File: src/sv/fsds_ram.sv
// ----------------------------------------------------------------------------
// fsds_ram
// generic simple dual port ram, one write and one registered read per cycle
// ----------------------------------------------------------------------------
module fsds_ram #(
  parameter int unsigned WIDTH = 8,
  parameter int unsigned DEPTH = 16
) (
  input  logic                     clk_i,
  input  logic                     we_i,
  input  logic [$clog2(DEPTH)-1:0] waddr_i,
  input  logic [WIDTH-1:0]         wdata_i,
  input  logic [$clog2(DEPTH)-1:0] raddr_i,
  output logic [WIDTH-1:0]         rdata_o
);

  logic [WIDTH-1:0] mem_q [DEPTH];

  always_ff @(posedge clk_i) begin
    if (we_i) begin
      mem_q[waddr_i] <= wdata_i;
    end
    rdata_o <= mem_q[raddr_i];
  end

endmodule

File: config.mk
export PLATFORM = sky130hd
export DESIGN_NAME = fsds_ram
export DESIGN_NICKNAME = d
export VERILOG_FILES = /design/src/sv/fsds_ram.sv
export SDC_FILE = /design/constraint.sdc
export NUM_CORES = 1
export LEC_CHECK = 0
export BUFFER_PORTS_ARGS = -buffer_cell sky130_fd_sc_hd__buf_2
export CAP_MARGIN = 20
export CELL_PAD_IN_SITES_DETAIL_PLACEMENT = 1
export CELL_PAD_IN_SITES_GLOBAL_PLACEMENT = 1
export CORE_MARGIN = 2
export CORE_UTILIZATION = 30
export DETAILED_ROUTE_END_ITERATION = 16
export HOLD_SLACK_MARGIN = 0.08
export PLACE_DENSITY = 0.48
export SYNTH_ARGS = -nofsm -noshare
export SYNTH_HDL_FRONTEND = slang
export SYNTH_SLANG_ARGS = --single-unit
export TNS_END_PERCENT = 20
File: constraint.sdc
create_clock -name clk_i -period 1.9 [get_ports clk_i]
set_clock_uncertainty 0.2 [all_clocks]
set_input_delay 0.095 -clock clk_i [delete_from_list [all_inputs] [get_ports clk_i]]
set_output_delay 0.095 -clock clk_i [all_outputs]
set_load 0.1 [all_outputs]
==> run_results.csv <==
group,metric,value,unit
status,outcome,"complete, no violations",
setup_path,path_buf_inv,4,
sta,rsz0062_at_grt,"no",
yosys,synth_area,0.00515,mm²
yosys,synth-compound-area-share,0.0233,
place,dp_cells,486,
pwr,vdd_drop_max,634,µV
yosys,synth-simple-area-share,0.0318,
setup_path,endpoint_kind,"flop",
detailed_routing,drt_first_pass_iters,4,
sta,drv_slew,0,
yosys,synth_top_family_by_area,"multiplexers",
die,die_h,135,µm
yosys,synth_cell_types,19,
cells_and_area,antenna_cells,0,
cells_and_area,drive_gt1_frac,0.303,
die,num_rows,47,
cells_and_area,utilization,0.383,
cells_and_area,final_cells,530,
grt,grt_overflow_total,0,
pwr,p_per_area,1130,mW/mm²
yosys,yosysSeqAreaShare,0.778,
sta,fmax,548,MHz
clock_network,cts_tree,"yes",
cells_and_area,syn_to_final_growth,24.3,%
cells_and_area,fin_nets,315,
cells_and_area,mostFrequentLayoutCells,"edfxtp_1, buf_2, mux4_2, buf_4, clkbuf_16",
sta,fin_crit,1820,ps
place,place_congestion,0.676,
clock_network,cts_setup_buffers,0,
detailed_routing,viasPerCell,4.74,
grt,grt_pass1_wl,17600,µm
setup_path,crit_start,"waddr_i[1]",
setup_path,r2r_slack,290,ps
clock_network,cts_max_level,4,
setup_path,critPathMaxFanout,8,
detailed_routing,vias,2511,
grt,grt_pass1_vias,2682,
sta,tightest_slew,879,ps
yosys,synth-xor-area-share,0,
sta,setup_viol,0,
yosys,syn_nets,247,
yosys,synthMuxAreaShare,0.150,
grt,grt_max_degree,33,
place,place_ws,70.0,ps
pwr,p_clk_frac,0.463,
grt,grt.total_usage,0.143,
die,core-area,0.0167,mm²
yosys,synth_top_area_share,0.747,
setup_path,slowest_delay,590,ps
detailed_routing,drt.antenna.violating_nets,0,
pwr,power.internal,5.70,mW
run,maxCapViolCount,0,
setup_path,rr_startpoint,"mem_q[1][1]",
sta,maxSlewHeadroom,0.413,
grt,antenna_found_initial,0,
pwr,comb_power_share,0.068,
die,die_area,0.0182,mm²
setup_path,cpMostUsedCell,"dlygate4sd3_1",
clock_network,clockRootBuffer,"clkbuf_16",
yosys,syn_area_per_cell,22.5,µm²
sta,hold_viol,0,
yosys,yosysWarnings,0,
clock_network,clkSlewWorstSetupHoldPaths,50,ps
yosys,synthAdderAreaFrac,0,
detailed_routing,routed_wl,11900,µm
setup_path,crit_path_top_delay_cell,"dlygate4sd3_1",
clock_network,numCtsBuffers,17,
die,die-width,135,µm
detailed_routing,drtIter0Drc,182,
sta,post-route-period-util,0.960,
setup_path,crit_cells,5,
sta,fin_ws,76.3,ps
setup_path,cp.arrival,1740,ps
detailed_routing,avgRoutedWirePerCell,22.4,µm
setup_path,crit_required,1820,ps
cells_and_area,final_common_cell,"edfxtp_1",
setup_path,critPathKind,"primary input to flop",
detailed_routing,drc,0,
setup_path,reg2regPathDepth,3,
setup_path,path_cells,"dlygate4sd3_1 > buf_2 > nor3_1 > dlygate4sd3_1 > buf_6",
setup_path,critPathCapture,"mem_q[4][3]",
setup_path,cp_top_family,"buffers and inverters",
die,io_pins,26,
yosys,synth_area_leader_cell,"edfxtp_1",
place,io_buffers,25,
yosys,ys_ff_latch,136,
yosys,synth_cells,229,
clock_network,cts_sinks,136,
pwr,p_sw_frac,0.209,
yosys,synth.area.top_cells,"edfxtp_1, mux4_2, mux4_1",
min_path,min-delay-path-class,"primary input to flop",
pwr,p_seq_frac,0.469,
clock_network,clockBufferDepth,2,
pwr,p_sw,1.50,mW
setup_path,startpoint_type,"primary input",
pwr,p_leak,2.18,nW
die,initial_core_util,0.308,
sta,fin_tns_setup,0,ps
place,place_hpwl,7370,µm
pwr,total_power,7.20,mW
clock_network,insertion_delay,420,ps
setup_path,reg2reg_to,"rdata_o[1]",
## synthesized netlist by cell type
cell type / number
nor3_1: 4
and2_1: 1
and2b_1: 1
nand2b_1: 2
a22oi_1: 16
nand3b_1: 2
nor2_1: 13
dfxtp_1: 8
buf_6: 3
buf_4: 1
mux4_2: 18
edfxtp_1: 128
nand3_1: 1
buf_2: 3
or3b_2: 1
nor2b_1: 1
clkdlybuf4s25_2: 3
nand2_1: 9
mux4_1: 14
## stage by stage
stage	hold WS (ps)	area, µm²
2_1_floorplan	-6.13	5150
3_3_place_gp	285	5660
3_5_place_dp	292	5660
4_1_cts	119	6390
5_1_grt	141	6400
6_report	128	6400
## power groups by stage
stage | clock, mW | sequential, mW | combinational [mW]
after CTS | 3.42 | 3.38 | 0.500
after global routing | 3.55 | 3.38 | 0.525
after floorplan | 0 | 3.58 | 0.170
after detailed placement | 0 | 3.44 | 0.482
after global placement | 0 | 3.44 | 0.476
final | 3.34 | 3.38 | 0.492
## final cells by class
| type | instances | area (µm²) |
|---|---|---|
| well taps | 220 | 275 |
| clock inverters | 9 | 121 |
| fillers | 1644 | 10300 |
| clock buffers | 23 | 488 |
| multi-input cells | 83 | 1060 |
| flip-flops and latches | 136 | 4000 |
| repair buffers | 59 | 452 |
## registers in the layout, indices dropped and copies added (netlist names)
| register | count |
|---|---|
| rdata_o | 8 |
| mem_q | 128 |
## per-layer routing
layer  global-route usage  vias up  share of wire
li1                     -     1110              -
met5                    0        -              0
met3               0.0428       13          0.046
met2                0.217       57           0.48
met4               0.0556        0          0.014
met1                0.195     1331           0.46
## timing repair
action                     CTS  global route
setup endpoints to repair    0             8
hold buffers                12             0
resized for setup            0             1
hold endpoints to repair   161             0
## worst reg2reg max path, cell delays in order, from the launching register on
cell,delay [ps]
edfxtp_1,370
mux4_1,550
a22oi_1,280
nand2_1,80
## logic make-up (layout without fill, tap and decap cells)
family,after synthesis,after routing
flops,136,136
simple gates,35,35
buf+inv,10,91
mux,32,32
compound gates,16,16
## worst min-delay path by stage
| stage | start | end | slack (ps) | depth (start not counted) |
|---|---|---|---|---|
| 6_report | raddr_i[3] | rdata_o[4] | 130 | 4 |
| 5_1_grt | raddr_i[3] | rdata_o[4] | 140 | 4 |
| 4_1_cts | raddr_i[3] | rdata_o[4] | 120 | 4 |
| 3_5_place_dp | wdata_i[3] | mem_q[9][3] | 290 | 1 |
| 3_3_place_gp | wdata_i[0] | mem_q[10][0] | 280 | 1 |
| 2_1_floorplan | wdata_i[0] | mem_q[0][0] | -6 | 0 |
(Power assumes the default switching activity.)
